**src/rtl/collision_shade_corner_overlay_unit_defines.svh**
```systemverilog
// Assertion macros shared by the overlay unit RTL.
// Depends on nothing; sites that use the macros must have clk and rst_n in scope.
`ifndef COLLISION_SHADE_CORNER_OVERLAY_UNIT_DEFINES_SVH
`define COLLISION_SHADE_CORNER_OVERLAY_UNIT_DEFINES_SVH
`ifndef SYNTHESIS
// Same-cycle implication, checked outside reset.
`define CSCO_ASSERT_IMP(lbl, ante, cons) \
  lbl: assert property (@(posedge clk) disable iff (!rst_n) (ante) |-> (cons)) \
    else $error("csco assertion failed");
// Next-cycle implication, checked outside reset.
`define CSCO_ASSERT_NXT(lbl, ante, cons) \
  lbl: assert property (@(posedge clk) disable iff (!rst_n) (ante) |=> (cons)) \
    else $error("csco assertion failed");
`else
`define CSCO_ASSERT_IMP(lbl, ante, cons)
`define CSCO_ASSERT_NXT(lbl, ante, cons)
`endif
`endif

```
**src/rtl/csco_pkg.sv**
```systemverilog
// Shared types and constants for the collision shade / corner overlay unit.
// No dependencies.
package csco_pkg;

  localparam int PIX_W     = 8;
  localparam int COORD_W   = 8;
  localparam int PROB_W    = 17;
  localparam int MARKER_W  = 19;
  localparam int CENTER_W  = 9;
  localparam int DIFF_W    = 11;
  localparam int SCALE_W   = 17;
  localparam int PROD_W    = 25;
  localparam int N_SECT    = 3;
  localparam int N_MARK    = 4;
  localparam int ARM_REACH = 3;
  localparam int APB_DW    = 32;
  localparam int APB_AW    = 5;
  localparam int IDX_W     = 3;

  localparam int MK_COL_LSB = 0;
  localparam int MK_ROW_LSB = 9;
  localparam int MK_VIS_BIT = 18;

  localparam logic [SCALE_W-1:0] ONE_FIX    = 17'h10000;
  localparam logic [PROD_W-1:0]  ROUND_HALF = 25'h0008000;
  localparam logic [PIX_W-1:0]   PIX_MAX    = 8'hFF;

  localparam int FRAME_WIDTH_DEF  = 160;
  localparam int FRAME_HEIGHT_DEF = 160;

  typedef enum logic [IDX_W-1:0] {
    REG_PROB_LEFT    = 3'd0,
    REG_PROB_CENTER  = 3'd1,
    REG_PROB_RIGHT   = 3'd2,
    REG_MARKER_ZERO  = 3'd3,
    REG_MARKER_ONE   = 3'd4,
    REG_MARKER_TWO   = 3'd5,
    REG_MARKER_THREE = 3'd6
  } reg_idx_t;

  typedef enum logic [1:0] {
    SECT_LEFT   = 2'd0,
    SECT_CENTER = 2'd1,
    SECT_RIGHT  = 2'd2
  } sector_t;

  typedef struct packed {
    logic [N_SECT-1:0][PROB_W-1:0]   prob;
    logic [N_MARK-1:0][MARKER_W-1:0] marker;
  } cfg_t;

endpackage

```
**src/rtl/csco_regs.sv**
```systemverilog
// APB register file: three sector probabilities and four crosshair markers.
// Depends on csco_pkg.
module csco_regs
  import csco_pkg::*;
(
  input  logic              clk,
  input  logic              rst_n,
  input  logic              psel,
  input  logic              penable,
  input  logic              pwrite,
  input  logic [APB_AW-1:0] paddr,
  input  logic [APB_DW-1:0] pwdata,
  output logic [APB_DW-1:0] prdata,
  output logic              pready,
  output cfg_t              cfg
);

  logic [N_SECT-1:0][PROB_W-1:0]   prob_r, prob_nxt;
  logic [N_MARK-1:0][MARKER_W-1:0] marker_r, marker_nxt;
  logic [IDX_W-1:0]                idx;
  logic                            wr_en;

  assign idx    = paddr[APB_AW-1:2];
  assign pready = 1'b1;
  assign wr_en  = psel && penable && pwrite;

  always_comb begin
    prob_nxt   = prob_r;
    marker_nxt = marker_r;
    if (wr_en) begin
      case (reg_idx_t'(idx))
        REG_PROB_LEFT:    prob_nxt[0]   = pwdata[PROB_W-1:0];
        REG_PROB_CENTER:  prob_nxt[1]   = pwdata[PROB_W-1:0];
        REG_PROB_RIGHT:   prob_nxt[2]   = pwdata[PROB_W-1:0];
        REG_MARKER_ZERO:  marker_nxt[0] = pwdata[MARKER_W-1:0];
        REG_MARKER_ONE:   marker_nxt[1] = pwdata[MARKER_W-1:0];
        REG_MARKER_TWO:   marker_nxt[2] = pwdata[MARKER_W-1:0];
        REG_MARKER_THREE: marker_nxt[3] = pwdata[MARKER_W-1:0];
        default: ;
      endcase
    end
  end

  always_ff @(posedge clk) begin
    if (!rst_n) begin
      prob_r   <= '0;
      marker_r <= '0;
    end else begin
      prob_r   <= prob_nxt;
      marker_r <= marker_nxt;
    end
  end

  always_comb begin
    case (reg_idx_t'(idx))
      REG_PROB_LEFT:    prdata = APB_DW'(prob_r[0]);
      REG_PROB_CENTER:  prdata = APB_DW'(prob_r[1]);
      REG_PROB_RIGHT:   prdata = APB_DW'(prob_r[2]);
      REG_MARKER_ZERO:  prdata = APB_DW'(marker_r[0]);
      REG_MARKER_ONE:   prdata = APB_DW'(marker_r[1]);
      REG_MARKER_TWO:   prdata = APB_DW'(marker_r[2]);
      REG_MARKER_THREE: prdata = APB_DW'(marker_r[3]);
      default:          prdata = '0;
    endcase
  end

  assign cfg.prob   = prob_r;
  assign cfg.marker = marker_r;

endmodule

```
**src/rtl/csco_marker.sv**
```systemverilog
// Crosshair hit test for one corner marker against one pixel position.
// Depends on csco_pkg.
module csco_marker
  import csco_pkg::*;
(
  input  logic [MARKER_W-1:0] marker,
  input  logic [COORD_W-1:0]  col,
  input  logic [COORD_W-1:0]  row,
  output logic                hit
);

  localparam logic signed [DIFF_W-1:0] REACH_POS = DIFF_W'(ARM_REACH);
  localparam logic signed [DIFF_W-1:0] REACH_NEG = -REACH_POS;

  logic signed [DIFF_W-1:0] cx, cy, px, py, dx, dy;
  logic                     on_row, on_col, near_x, near_y;

  assign cx = DIFF_W'($signed(marker[MK_COL_LSB +: CENTER_W]));
  assign cy = DIFF_W'($signed(marker[MK_ROW_LSB +: CENTER_W]));
  assign px = $signed({{(DIFF_W-COORD_W){1'b0}}, col});
  assign py = $signed({{(DIFF_W-COORD_W){1'b0}}, row});
  assign dx = px - cx;
  assign dy = py - cy;

  assign on_row = (py == cy);
  assign on_col = (px == cx);
  assign near_x = (dx >= REACH_NEG) && (dx <= REACH_POS);
  assign near_y = (dy >= REACH_NEG) && (dy <= REACH_POS);

  assign hit = marker[MK_VIS_BIT] && ((on_row && near_x) || (on_col && near_y));

endmodule

```
**src/rtl/csco_pipe.sv**
```systemverilog
// Four-stage datapath: sector/hit decode, scale, multiply-round, clamp/overlay.
// Depends on csco_pkg, csco_marker and the assertion macro header.
`include "collision_shade_corner_overlay_unit_defines.svh"
module csco_pipe
  import csco_pkg::*;
#(
  parameter int FRAME_WIDTH  = FRAME_WIDTH_DEF,
  parameter int FRAME_HEIGHT = FRAME_HEIGHT_DEF
) (
  input  logic               clk,
  input  logic               rst_n,
  input  logic               in_valid,
  input  logic [PIX_W-1:0]   pix,
  input  logic [COORD_W-1:0] col,
  input  logic [COORD_W-1:0] row,
  input  cfg_t               cfg,
  output logic               out_valid,
  output logic [PIX_W-1:0]   pix_out
);

  localparam int LIM_W = 12;
  localparam logic [LIM_W-1:0] SECT1_LIM = LIM_W'(FRAME_WIDTH);
  localparam logic [LIM_W-1:0] SECT2_LIM = LIM_W'(2 * FRAME_WIDTH);
  localparam logic [LIM_W-1:0] WIDTH_LIM = LIM_W'(FRAME_WIDTH);
  localparam logic [LIM_W-1:0] HEIGHT_LIM = LIM_W'(FRAME_HEIGHT);

  // stage 1 decode
  logic [LIM_W-1:0]  col3;
  sector_t           sector;
  logic [PROB_W-1:0] p_sel, p_nxt;
  logic              in_frame;
  logic [N_MARK-1:0] mk_hit, hit1_nxt;

  logic              v1_r, v2_r, v3_r, vout_r;
  logic [PIX_W-1:0]  pix1_r, pix2_r, pix_out_r, pix_out_nxt;
  logic [PROB_W-1:0] p1_r;
  logic [N_MARK-1:0] hit1_r;
  logic              hit2_r, hit3_r;
  logic [SCALE_W-1:0] scale2_r, scale2_nxt;
  logic [PROB_W:0]    three_p;
  logic [PROD_W-1:0]  prod3_r, prod3_nxt;
  logic [PIX_W:0]     res9;

  // sector = floor(3*col/W), capped at the right sector
  assign col3 = LIM_W'(col) + LIM_W'({col, 1'b0});

  always_comb begin
    if (col3 >= SECT2_LIM)      sector = SECT_RIGHT;
    else if (col3 >= SECT1_LIM) sector = SECT_CENTER;
    else                        sector = SECT_LEFT;
  end

  always_comb begin
    case (sector)
      SECT_LEFT:   p_sel = cfg.prob[0];
      SECT_CENTER: p_sel = cfg.prob[1];
      default:     p_sel = cfg.prob[2];
    endcase
  end

  // saturate at 1.0
  assign p_nxt = (p_sel > PROB_W'(ONE_FIX)) ? PROB_W'(ONE_FIX) : p_sel;

  assign in_frame = (LIM_W'(col) < WIDTH_LIM) && (LIM_W'(row) < HEIGHT_LIM);

  for (genvar g = 0; g < N_MARK; g++) begin : g_mark
    csco_marker u_marker (
      .marker (cfg.marker[g]),
      .col    (col),
      .row    (row),
      .hit    (mk_hit[g])
    );
  end

  assign hit1_nxt = in_frame ? mk_hit : '0;

  // stage 2: scale = 1 - 0.75p
  assign three_p    = {p1_r, 1'b0} + {1'b0, p1_r};
  assign scale2_nxt = ONE_FIX - SCALE_W'(three_p[PROB_W:2]);

  // stage 3: multiply and add half for round to nearest
  assign prod3_nxt = (PROD_W'(pix2_r) * PROD_W'(scale2_r)) + ROUND_HALF;

  // stage 4: drop fraction, clamp, force crosshair pixels
  assign res9        = prod3_r[PROD_W-1:16];
  assign pix_out_nxt = (hit3_r || res9[PIX_W]) ? PIX_MAX : res9[PIX_W-1:0];

  always_ff @(posedge clk) begin
    if (!rst_n) begin
      v1_r   <= 1'b0;
      v2_r   <= 1'b0;
      v3_r   <= 1'b0;
      vout_r <= 1'b0;
    end else begin
      v1_r   <= in_valid;
      v2_r   <= v1_r;
      v3_r   <= v2_r;
      vout_r <= v3_r;
    end
  end

  always_ff @(posedge clk) begin
    pix1_r    <= pix;
    p1_r      <= p_nxt;
    hit1_r    <= hit1_nxt;
    pix2_r    <= pix1_r;
    scale2_r  <= scale2_nxt;
    hit2_r    <= |hit1_r;
    prod3_r   <= prod3_nxt;
    hit3_r    <= hit2_r;
    pix_out_r <= pix_out_nxt;
  end

  assign out_valid = vout_r;
  assign pix_out   = pix_out_r;

  `CSCO_ASSERT_IMP(a_scale_range, v2_r, (scale2_r >= 17'h04000) && (scale2_r <= ONE_FIX))
  `CSCO_ASSERT_NXT(a_hit_forces_max, v3_r && hit3_r, pix_out_r == PIX_MAX)
  `CSCO_ASSERT_NXT(a_valid_advance, v3_r, vout_r)

endmodule

```
**src/rtl/collision_shade_corner_overlay_unit.sv**
```systemverilog
// Top level of the collision shade / corner crosshair overlay unit.
// Depends on csco_pkg, csco_regs, csco_pipe and the assertion macro header.
//
// Usage:
//   Pixel channel: drive in_pixel_in, in_column and in_row with start high; the
//   request is taken at any rising edge where start is high and busy is low.
//   busy is low whenever reset is released, so one pixel is taken every clock.
//   Result channel: out_pixel_out is shown for one cycle with out_valid high,
//   once the request has passed the decode, scale, multiply and clamp/overlay
//   stage registers. Results leave in request order.
//   Throughput is one pixel per clock, set by the four-stage datapath
//   (sector/crosshair decode, scale, 8x17 multiply with rounding, clamp and
//   overlay) that holds one pixel per stage.
//   The receiver cannot stall; the pipeline never holds, so nothing backs up.
//   Configuration: APB, register i at byte address 4*i (probabilities left,
//   center, right, then four crosshair markers). Write only while no pixel
//   is in flight. pready is always high; reads return the register value.
//   Reset (rst_n low, synchronous): clear the config registers and valid bits;
//   busy stays high while reset is held so no request is dropped.
`include "collision_shade_corner_overlay_unit_defines.svh"
module collision_shade_corner_overlay_unit
  import csco_pkg::*;
#(
  parameter int FRAME_WIDTH  = FRAME_WIDTH_DEF,
  parameter int FRAME_HEIGHT = FRAME_HEIGHT_DEF
) (
  input  logic               clk,
  input  logic               rst_n,
  // pixel request channel
  input  logic               start,
  output logic               busy,
  input  logic [PIX_W-1:0]   in_pixel_in,
  input  logic [COORD_W-1:0] in_column,
  input  logic [COORD_W-1:0] in_row,
  // result channel
  output logic               out_valid,
  output logic [PIX_W-1:0]   out_pixel_out,
  // configuration
  input  logic               psel,
  input  logic               penable,
  input  logic               pwrite,
  input  logic [APB_AW-1:0]  paddr,
  input  logic [APB_DW-1:0]  pwdata,
  output logic [APB_DW-1:0]  prdata,
  output logic               pready
);

  cfg_t cfg;
  logic accept;

  // hold off requests only while reset is asserted
  assign busy   = ~rst_n;
  assign accept = start && !busy;

  csco_regs u_regs (
    .clk     (clk),
    .rst_n   (rst_n),
    .psel    (psel),
    .penable (penable),
    .pwrite  (pwrite),
    .paddr   (paddr),
    .pwdata  (pwdata),
    .prdata  (prdata),
    .pready  (pready),
    .cfg     (cfg)
  );

  // advance one pixel per stage each clock
  csco_pipe #(
    .FRAME_WIDTH  (FRAME_WIDTH),
    .FRAME_HEIGHT (FRAME_HEIGHT)
  ) u_pipe (
    .clk       (clk),
    .rst_n     (rst_n),
    .in_valid  (accept),
    .pix       (in_pixel_in),
    .col       (in_column),
    .row       (in_row),
    .cfg       (cfg),
    .out_valid (out_valid),
    .pix_out   (out_pixel_out)
  );

  // every accepted request leaves as a result unless reset intervened
  `CSCO_ASSERT_IMP(a_req_to_result, $past(accept, 4) && $past(rst_n, 1) && $past(rst_n, 2) && $past(rst_n, 3), out_valid)
  `CSCO_ASSERT_IMP(a_no_phantom_result, !$past(accept, 4), !out_valid)

endmodule
```
**config.mk**
```make
export PLATFORM = sky130hd
export DESIGN_NAME = collision_shade_corner_overlay_unit
export DESIGN_NICKNAME = d
export VERILOG_FILES = /design/src/rtl/csco_pkg.sv /design/src/rtl/csco_regs.sv /design/src/rtl/csco_marker.sv /design/src/rtl/csco_pipe.sv /design/src/rtl/collision_shade_corner_overlay_unit.sv
export VERILOG_INCLUDE_DIRS = /design/src /design/src/rtl
export SDC_FILE = /design/constraint.sdc
export NUM_CORES = 1
export LEC_CHECK = 0
export BUFFER_PORTS_ARGS = -buffer_cell sky130_fd_sc_hd__buf_2
export CAP_MARGIN = 20
export CORE_ASPECT_RATIO = 1.25
export CORE_MARGIN = 2
export CORE_UTILIZATION = 45
export CTS_BUF_LIST = sky130_fd_sc_hd__clkbuf_8
export DETAILED_ROUTE_END_ITERATION = 6
export PLACE_DENSITY_LB_ADDON = 0.25
export SLEW_MARGIN = 20
export SYNTH_ARGS = -nofsm -noshare
export SYNTH_HDL_FRONTEND = slang
export SYNTH_HIERARCHICAL = 1
export SYNTH_SLANG_ARGS = --single-unit
```
**constraint.sdc**
```tcl
create_clock -name clk -period 5.6 [get_ports clk]
set_input_delay 0.28 -clock clk [delete_from_list [all_inputs] [get_ports clk]]
set_output_delay 0.28 -clock clk [all_outputs]
set_load 0.005 [all_outputs]
```
After elaboration in Yosys (flattened, before gate mapping)
Index checks and enable logic that the tools add are counted.
- register bits: 220
- latch bits: 0
- RAM bits: 0
- ROM bits: 0
- input port bits: 67
- output and inout port bits: 43
- memories kept: 0
- $add $sub $neg: 12
- multiply operators: 1
- div/mod/pow operators: 0
- magnitude comparators: 21
- eq/ne operators: 15
- shift operators: 0
- muxes and demuxes: 4
- bitwise operators: 1
- reduce and logical (&&, ||, !) cells: 39
- operator list (kind ; number):
    19-bit one-hot mux with 7 select lines ; 1
    9-bit by 9-bit subtractor with 10-bit output ; 8
    9-bit == test ; 8
    11-bit by 3-bit >= comparator with 1-bit output, second input constant ; 4
    11-bit by 3-bit <= comparator with 1-bit output, second input constant ; 4
    10-bit by 3-bit >= comparator with 1-bit output, second input constant ; 4
    10-bit by 3-bit <= comparator with 1-bit output, second input constant ; 4
    17-bit one-hot mux with 2 select lines ; 1
    25-bit by 16-bit adder with 25-bit output, second input constant ; 1
    8-bit by 17-bit multiplier with 25-bit output ; 1
    1-bit logical AND ; 24
    18-bit by 17-bit adder with 18-bit output ; 1
    17-bit > comparator, second input constant ; 1
    17-bit by 16-bit subtractor with 17-bit output, first input constant ; 1
    8-bit less-than comparator, second input constant ; 2
    2-bit AND reduction ; 7
    12-bit by 8-bit >= comparator with 1-bit output, second input constant ; 1
    12-bit by 9-bit >= comparator with 1-bit output, second input constant ; 1
    8-bit by 9-bit adder with 10-bit output ; 1
    3-bit == test, second input constant ; 3
    3-bit by 2-bit == test with 1-bit output, second input constant ; 2
    1-bit logical OR ; 5
    4-bit OR reduction ; 1
    3-bit by 1-bit == test with 1-bit output, second input constant ; 1
    6 further kinds ; 6

Longest topological paths before layout
Gate-level depths: netlist (run 1).
- depth after elaboration: 7
- depth in mapped cells: 20

Cells and area by module
Netlist (run 1), hierarchy kept.
- by module, submodules not included (module ; instances ; cells each ; area an instance (um2) ; seq. area each (um2)):
    csco_pipe ; 1 ; 793 ; 7454.6 ; 1541.5
    csco_regs ; 1 ; 589 ; 5952.0 ; 2542.4
    csco_marker (u_pipe.g_mark[0].u_marker ...) ; 2 ; 141 ; 958.4 ; 0.0
    csco_marker (u_pipe.g_mark[1].u_marker) ; 1 ; 160 ; 1094.8 ; 0.0
    csco_marker (u_pipe.g_mark[2].u_marker) ; 1 ; 148 ; 1053.5 ; 0.0
    collision_shade_corner_overlay_unit ; 1 ; 2 ; 10.0 ; 0.0

Least setup slack after synthesis (run 1)
No wires, ideal clock.
- path type: reg-to-reg
- start point: register u_pipe.pix2_r[6]
- end point: register u_pipe.prod3_r[24]
- setup time: 0.072 ns
- arrival time: 4.812 ns
- data required time: 5.528 ns
- slack: 0.715 ns
- stages on the path, launching flop included: 19
- buffers on the path: 1
- clock period less this slack: 4.885 ns
- cells stage by stage: dfxtp_1 -> clkbuf_1 -> and2_1 -> fa_1 -> fa_1 -> fa_1 -> inv_1 -> fa_1 -> inv_1 -> ha_1 -> a21o_1 -> a21o_1 -> a221o_1 -> a41oi_1 -> o21ai_0 -> a41oi_1 -> o31ai_1 -> a21oi_1 -> xnor2_1
- longest elaborated chain between the ends: 2
- RTL lines (what ; line ; source):
    start, declared ; csco_pipe.sv:35 ; logic [PIX_W-1:0] pix1_r, pix2_r, pix_out_r, pix_out_nxt;
    start signal, assigned ; csco_pipe.sv:106 ; pix2_r <= pix1_r;
    8-bit by 17-bit multiplier with 25-bit output ; csco_pipe.sv:82 ; assign prod3_nxt = (PROD_W'(pix2_r) * PROD_W'(scale2_r)) + ROUND_HALF;
    25-bit by 16-bit adder with 25-bit output ; csco_pipe.sv:82 ;
    named net u_pipe.prod3_nxt[24] ; csco_pipe.sv:41 ; logic [PROD_W-1:0] prod3_r, prod3_nxt;
    end signal, assigned ; csco_pipe.sv:109 ; prod3_r <= prod3_nxt;
    end, declared ; csco_pipe.sv:41 ;
The timed path passes the listed nets, and every way through them passes these cells.
A chain may end at the register's enable or synchronous reset.

Worst setup path after layout (run 1)
- start point: register u_pipe.pix2_r[3]
- end point: register u_pipe.prod3_r[24]
Same word-level chain as after synthesis.

==> flow_metrics.py, run 1 <==
metrics = {
    "power_and_ir_drop": {
        "p_seq_frac": 0.259,
        "ir_drop_uv": 480,
        "power.share.clock": 0.198,
        "total_power_mw": 6.85,
        "p_per_area_nw_per_um2": 362,
        "p_sw_frac": 0.419,
        "comb_power_share": 0.543,
        "internal_power_mw": 3.98,
        "power_leakage_nw": 8.20,
        "switchingPower_mw": 2.87,
    },
    "timing": {
        "max_slew.worst_pin.slew_ps": 1150,
        "clock_skew_ps": 24.0,
        "setup_tns_ps": 0,
        "finalHoldViolCount": 0,
        "whs_ps": 54.0,
        "maxSlewHeadroom": 0.235,
        "fmax_ghz": 0.189,
        "finalMaxSlewViolations": 0,
        "period_minus_slack_ps": 5280,
        "rsz0062_at_grt": "false",
        "finalCritPeriodShare": 0.943,
        "setup_violations": 0,
    },
    "routing": {
        "ant_nets": 0,
        "routed_wl_um": 46400,
        "wire_per_inst_um": 18.1,
        "drt_iter0_markers": 852,
        "firstDrtPassIters": 5,
        "dr_total_vias": 14239,
        "drc": 0,
        "viasPerCell": 5.56,
    },
    "worst_setup_path": {
        "arrival_ps": 5720,
        "cp_top_family": "adder cells",
        "worstPathRequired_ps": 6050,
        "path_class": "register to register",
        "slowest_stage": "dfxtp_1",
        "cp_common_cell": "fa_1",
        "crit_chain": "and2_1, fa_1, fa_1, fa_1, inv_1, fa_1, inv_1, ha_1, a21o_1, a21o_1, a221o_1, a41oi_1, o21ai_0, a41oi_1, o31ai_1, a21oi_1, xnor2_1",
        "critPathLaunchType": "register",
        "cp-end-kind": "register",
        "slowest_delay_ps": 600,
        "worstPathMaxFanout": 13,
        "crit_buf_inv": 2,
    },
    "final_layout": {
        "fin_nets": 2356,
        "area_growth_pct": 8.17,
        "drive_gt1_frac": 0.103,
        "antennaDiodeCount": 0,
        "fin_cells": 2560,
        "final_util": 0.495,
    },
    "logic_synthesis": {
        "netlist_area_um2": 17500,
        "postSynthCellCount": 1974,
        "synth-edff-count": 0,
        "synth_cell_types": 96,
        "synth-seq-area-share": 0.234,
        "yosysWarningCount": 6,
        "ys.flop_type": "dfxtp_1",
        "yosysMostFrequentCell": "nand2_1",
        "netlist_top_cells_area": "dfxtp_1 (23%), fa_1 (11%), ha_1 (10%), mux2i_1 (10%), nand2_1 (5.3%)",
        "postSynthAreaPerCell_um2": 8.86,
        "synth_commonest_cells": "nand2_1 (246), inv_1 (235), dfxtp_1 (204)",
        "async_flop_share": 0,
        "synth-seq-cells": 204,
        "synthDominantCellAreaShare": 0.234,
        "synth_top_area_cell": "dfxtp_1",
    },
    "floorplan": {
        "initial_core_util": 0.457,
        "io_pins": 110,
        "core_um2": 38200,
        "dieArea_um2": 40500,
        "die_y_um": 224,
        "die_w_um": 180,
        "rows": 80,
    },
    "global_routing": {
        "grt_antenna_before_repair": 0,
        "grt_max_degree": 72,
        "gr-total-overflow": 0,
        "grt_pass1_vias": 14328,
        "grt_pass1_wl_um": 74100,
        "grt_usage": 0.227,
    },
    "clock_tree": {
        "cts_sinks": 204,
        "cts_root_buffer": "clkbuf_8",
        "cts_tree": "built",
        "htree_levels": 2,
        "cts_buffers": 38,
        "path_clk_slew_ps": 60,
        "clock_latency_ps": 550,
        "cts_max_path_buffers": 3,
    },
    "min_path": {
        "holdCritPathClass": "input port to register",
    },
    "place": {
        "place_congestion": 0.952,
        "portBuffers": 80,
        "dpl.cell_count": 2489,
        "hpwlAfterDp_um": 36000,
    },
    "job": {
        "maxCapViolCount": 0,
    },
    "status": {
        "status": "finished, final reports clean",
    },
}
path summary, 6_finish.rpt:
| check | startpoint | endpoint | slack [ps] | cells after the start |
|---|---|---|---|---|
| max | u_pipe/pix2_r[3] | u_pipe/prod3_r[24] | 320 | 17 |
| min | start | u_pipe/v1_r | 50 | 3 |
| min reg2reg | u_pipe/pix1_r[0] | u_pipe/pix2_r[0] | 320 | 0 |
| max reg2reg | u_pipe/pix2_r[3] | u_pipe/prod3_r[24] | 320 | 17 |
power by group through the flow:
stage / logic, mW / clock network, mW / registers [mW]
2_1_floorplan: 3.00 / 0 / 1.74
3_3_place_gp: 3.65 / 0 / 1.80
3_5_place_dp: 3.80 / 0 / 1.80
4_1_cts: 3.82 / 1.39 / 1.77
5_1_grt: 4.40 / 1.46 / 1.79
6_report: 3.72 / 1.36 / 1.78
cell usage in the layout, fill, tap and decap left out, types with 16 or more instances in the layout:
| cell type | synthesis | routed |
|---|---|---|
| xnor2_1 | 43 | 43 |
| ha_1 | 145 | 145 |
| o21ai_0 | 49 | 48 |
| mux2i_1 | 175 | 175 |
| nand3_1 | 23 | 23 |
| nand4_1 | 16 | 16 |
| a22oi_1 | 17 | 17 |
| and2_1 | 117 | 117 |
| clkbuf_8 | 0 | 44 |
| fa_1 | 99 | 99 |
| inv_1 | 235 | 247 |
| dfxtp_1 | 204 | 203 |
| nor2_1 | 60 | 60 |
| buf_4 | 21 | 20 |
| or3_1 | 21 | 21 |
| a21oi_1 | 75 | 75 |
| nor3_1 | 27 | 27 |
| xor2_1 | 32 | 32 |
| a21o_1 | 17 | 17 |
| buf_2 | 12 | 79 |
| nand2_1 | 246 | 246 |
worst min-delay path, cell delays in order:
cell and delay (ps):
buf_2 70, and2_1 100, and2_1 100
what timing repair did:
action | CTS | global route
hold buffers | 8 | 0
setup buffers | 0 | 0
gates resized for setup | 0 | 1
endpoints found under the setup margin | 0 | 1
endpoints found under the hold margin | 8 | 0
layout make-up:
class                   count  area [um2]
inverters                 235         882
flip-flops and latches    204        4090
clock buffers              44         606
fillers                  3678       19300
multi-input cells        1459       12000
clock inverters            19         100
well taps                 492         616
repair buffers            107         626
layer usage:
metal	global-route usage	vias up	wire length [um]
li1	-	6880	-
met3	0.0283	104	2050
met4	0.0970	0	1980
met1	0.269	6867	19000
met2	0.410	388	23300
met5	0	-	0
registers in the layout (all words and copies together) (netlist names):
name and cells:
u_pipe/out_valid 1, u_pipe/v2_r 1, u_pipe/v3_r 1, u_pipe/hit1_r 4, u_pipe/pix1_r 8, u_pipe/prod3_r 9, u_pipe/p1_r 17, u_pipe/pix_out 8
u_pipe/pix2_r 8, u_pipe/hit2_r 1, u_regs/cfg 127, u_pipe/scale2_r 17, u_pipe/v1_r 1, u_pipe/hit3_r 1
kinds of logic (layout without fill, tap and decap cells):
| kind of cell | after synthesis | in the layout | share of synthesized area |
|---|---|---|---|
| compound gates | 327 | 327 | 0.137 |
| xor+xnor | 75 | 75 | 0.0376 |
| fa+ha+maj | 244 | 244 | 0.217 |
| buf+inv | 323 | 405 | 0.0831 |
| flops | 204 | 204 | 0.234 |
| mux | 187 | 187 | 0.109 |
| other cells | 2 | 14 | 0.000430 |
| simple gates | 612 | 612 | 0.183 |
through the flow:
| step | area [um2] | setup slack [ps] |
|---|---|---|
| after CTS | 18900 | 235 |
| final | 18900 | 321 |
| after global placement | 18100 | 315 |
| after global routing | 18900 | 6.75 |
| after detailed placement | 18100 | 253 |
| after floorplan | 17500 | 715 |
Note: power is estimated with default switching activity, not from simulation.
==> inputs of run 2 (changes only) <==
--- a/config.mk
+++ b/config.mk
@@ -8,9 +8,11 @@
 export LEC_CHECK = 0
 export BUFFER_PORTS_ARGS = -buffer_cell sky130_fd_sc_hd__buf_2
 export CAP_MARGIN = 20
+export CELL_PAD_IN_SITES_DETAIL_PLACEMENT = 1
+export CELL_PAD_IN_SITES_GLOBAL_PLACEMENT = 2
 export CORE_ASPECT_RATIO = 1.25
 export CORE_MARGIN = 2
-export CORE_UTILIZATION = 45
+export CORE_UTILIZATION = 36
 export CTS_BUF_LIST = sky130_fd_sc_hd__clkbuf_8
 export DETAILED_ROUTE_END_ITERATION = 6
 export PLACE_DENSITY_LB_ADDON = 0.25
==> constraint.sdc (replaced) <==
create_clock -name clk -period 4.2 [get_ports clk]
set_input_delay 0.21 -clock clk [delete_from_list [all_inputs] [get_ports clk]]
set_output_delay 0.21 -clock clk [all_outputs]
set_load 0.005 [all_outputs]
==> flow_metrics.py, run 2 (same netlist as run 1, synthesis figures left out) <==
metrics = {
    "status": {
        "status": "complete, but fails checks",
        "violations": "setup timing",
    },
    "power_and_ir_drop": {
        "total_power_mw": 11.0,
        "p_per_area_nw_per_um2": 556,
        "power_leakage_nw": 8.48,
        "ir_drop_uv": 592,
    },
    "worst_setup_path": {
        "cp-end-kind": "register",
        "critPathLaunchType": "register",
        "arrival_ps": 5210,
        "path_class": "register to register",
        "worstPathRequired_ps": 4680,
        "worstPathMaxFanout": 7,
    },
    "job": {
        "maxCapViolCount": 0,
    },
    "final_layout": {
        "fin_nets": 2401,
        "fin_area_um2": 19700,
        "nFillCells": 5700,
        "fin_cells": 2766,
        "register_area_um2": 4120,
        "final_common_cell": "inv_1",
        "multi_input_area_um2": 12200,
        "drive_gt1_frac": 0.146,
        "final_cell_mix": "inv_1 (246), nand2_1 (245), dfxtp_1 (188), mux2i_1 (175), ha_1 (140)",
        "final_util": 0.411,
        "largest_reg_flops": 127,
        "area_growth_pct": 12.9,
    },
    "routing": {
        "wire_per_inst_um": 20.0,
        "drc": 0,
        "viasPerCell": 5.23,
        "ant_nets": 0,
        "dr_total_vias": 14472,
        "drt_iter0_markers": 493,
        "routed_wl_um": 55300,
        "firstDrtPassIters": 4,
    },
    "place": {
        "portBuffers": 80,
        "place_congestion": 0.846,
        "placed_area_um2": 18600,
        "hpwlAfterDp_um": 43600,
        "dpl.cell_count": 2676,
    },
    "clock_tree": {
        "cts_max_path_buffers": 3,
        "cts_buffers": 41,
        "htree_levels": 2,
        "cts_root_buffer": "clkbuf_8",
        "cts_tree": "built",
        "path_clk_slew_ps": 60,
        "cts_sinks": 204,
        "clock_latency_ps": 600,
    },
    "timing": {
        "rsz0062_at_grt": "true",
        "maxSlewHeadroom": 0.350,
        "fin_ws_ps": -535,
        "setup_violations": 9,
        "finalMaxSlewViolations": 0,
        "whs_ps": 68.8,
        "clock_skew_ps": 28.0,
        "finalHoldViolCount": 0,
        "period_minus_slack_ps": 4740,
        "max_slew.worst_pin.slew_ps": 975,
        "finalCritPeriodShare": 1.13,
        "fmax_ghz": 0.211,
    },
    "global_routing": {
        "grt_antenna_before_repair": 0,
        "gr-total-overflow": 0,
        "grt_pass1_vias": 15694,
        "grt_max_degree": 73,
        "grt_pass1_wl_um": 86800,
        "grt_usage": 0.219,
    },
    "floorplan": {
        "io_pins": 110,
        "die_y_um": 250,
        "rows": 90,
        "die_w_um": 201,
        "initial_core_util": 0.364,
        "core_um2": 48100,
        "dieArea_um2": 50400,
    },
    "min_path": {
        "holdCritPathClass": "input port to register",
    },
}
## run 2: changes by cell type in the layout (fill, tap and decap cells not counted), sizes merged
cell and change:
buf +40, bufinv +1, clkbuf +5, clkinv +2, clkinvlp +3, diode +1, dlygate4sd3 +2
## run 2: power by group
group,total (mW),switching (mW),internal [mW]
combinational,6.58,3.53,3.06
sequential,2.33,0.145,2.18
clock,2.07,0.945,1.12
total,11.0,4.62,6.36
## run 2: final timing paths
check | start | to | slack, ps | cells after the start
hold / removal | pwdata[18] | u_regs/cfg[37] | 70 | 3
setup / recovery | u_pipe/scale2_r[5] | u_pipe/prod3_r[24] | -540 | 17
hold reg to reg | u_pipe/pix1_r[3] | u_pipe/pix2_r[3] | 330 | 0
setup reg to reg | u_pipe/scale2_r[5] | u_pipe/prod3_r[24] | -540 | 17
## run 2: worst max-delay path: stages, from the launching register on
cell,delay (ps)
dfxtp_4,360
and2_4,160
fa_1,510
fa_1,520
fa_1,520
inv_2,40
fa_1,530
inv_2,60
ha_4,210
a21o_1,160
a21o_1,170
a221o_1,330
a41oi_2,280
o21ai_2,150
a41oi_2,240
o31ai_2,110
a21oi_1,190
xnor2_1,90
## run 2: cell type report
| cell class | count | area share |
|---|---|---|
| multi-input cells | 1459 | 0.616 |
| flip-flops and latches | 204 | 0.209 |
| repair buffers | 149 | 0.0481 |
| inverters | 235 | 0.0447 |
| well taps | 644 | 0.0408 |
| clock buffers | 49 | 0.0342 |
| clock inverters | 25 | 0.00729 |
| diodes | 1 | 0.000127 |
## run 2: timing repair
item / in CTS / in global routing
resized for setup: 29 / 14
endpoints found under the hold margin: 13 / 0
pin swaps: 11 / 19
setup buffers: 3 / 2
hold buffers: 10 / 0
endpoints found under the setup margin: 9 / 9
## run 2: per-layer routing
layer  GRT usage  vias to the layer above  wire, um
met2       0.413                      208     29100
met3      0.0311                      102      1580
li1            -                     6984         -
met4      0.0933                        0      2340
met5           0                        -         0
met1       0.245                     7178     22300
## run 2: per-stage QoR
stage	setup WS (ps)	TNS, ps
finish	-535	-2880
global route	-650	-3820
CTS	-461	-2270
detailed placement	-617	-3620
global placement	-504	-2490
floorplan	-165	-361
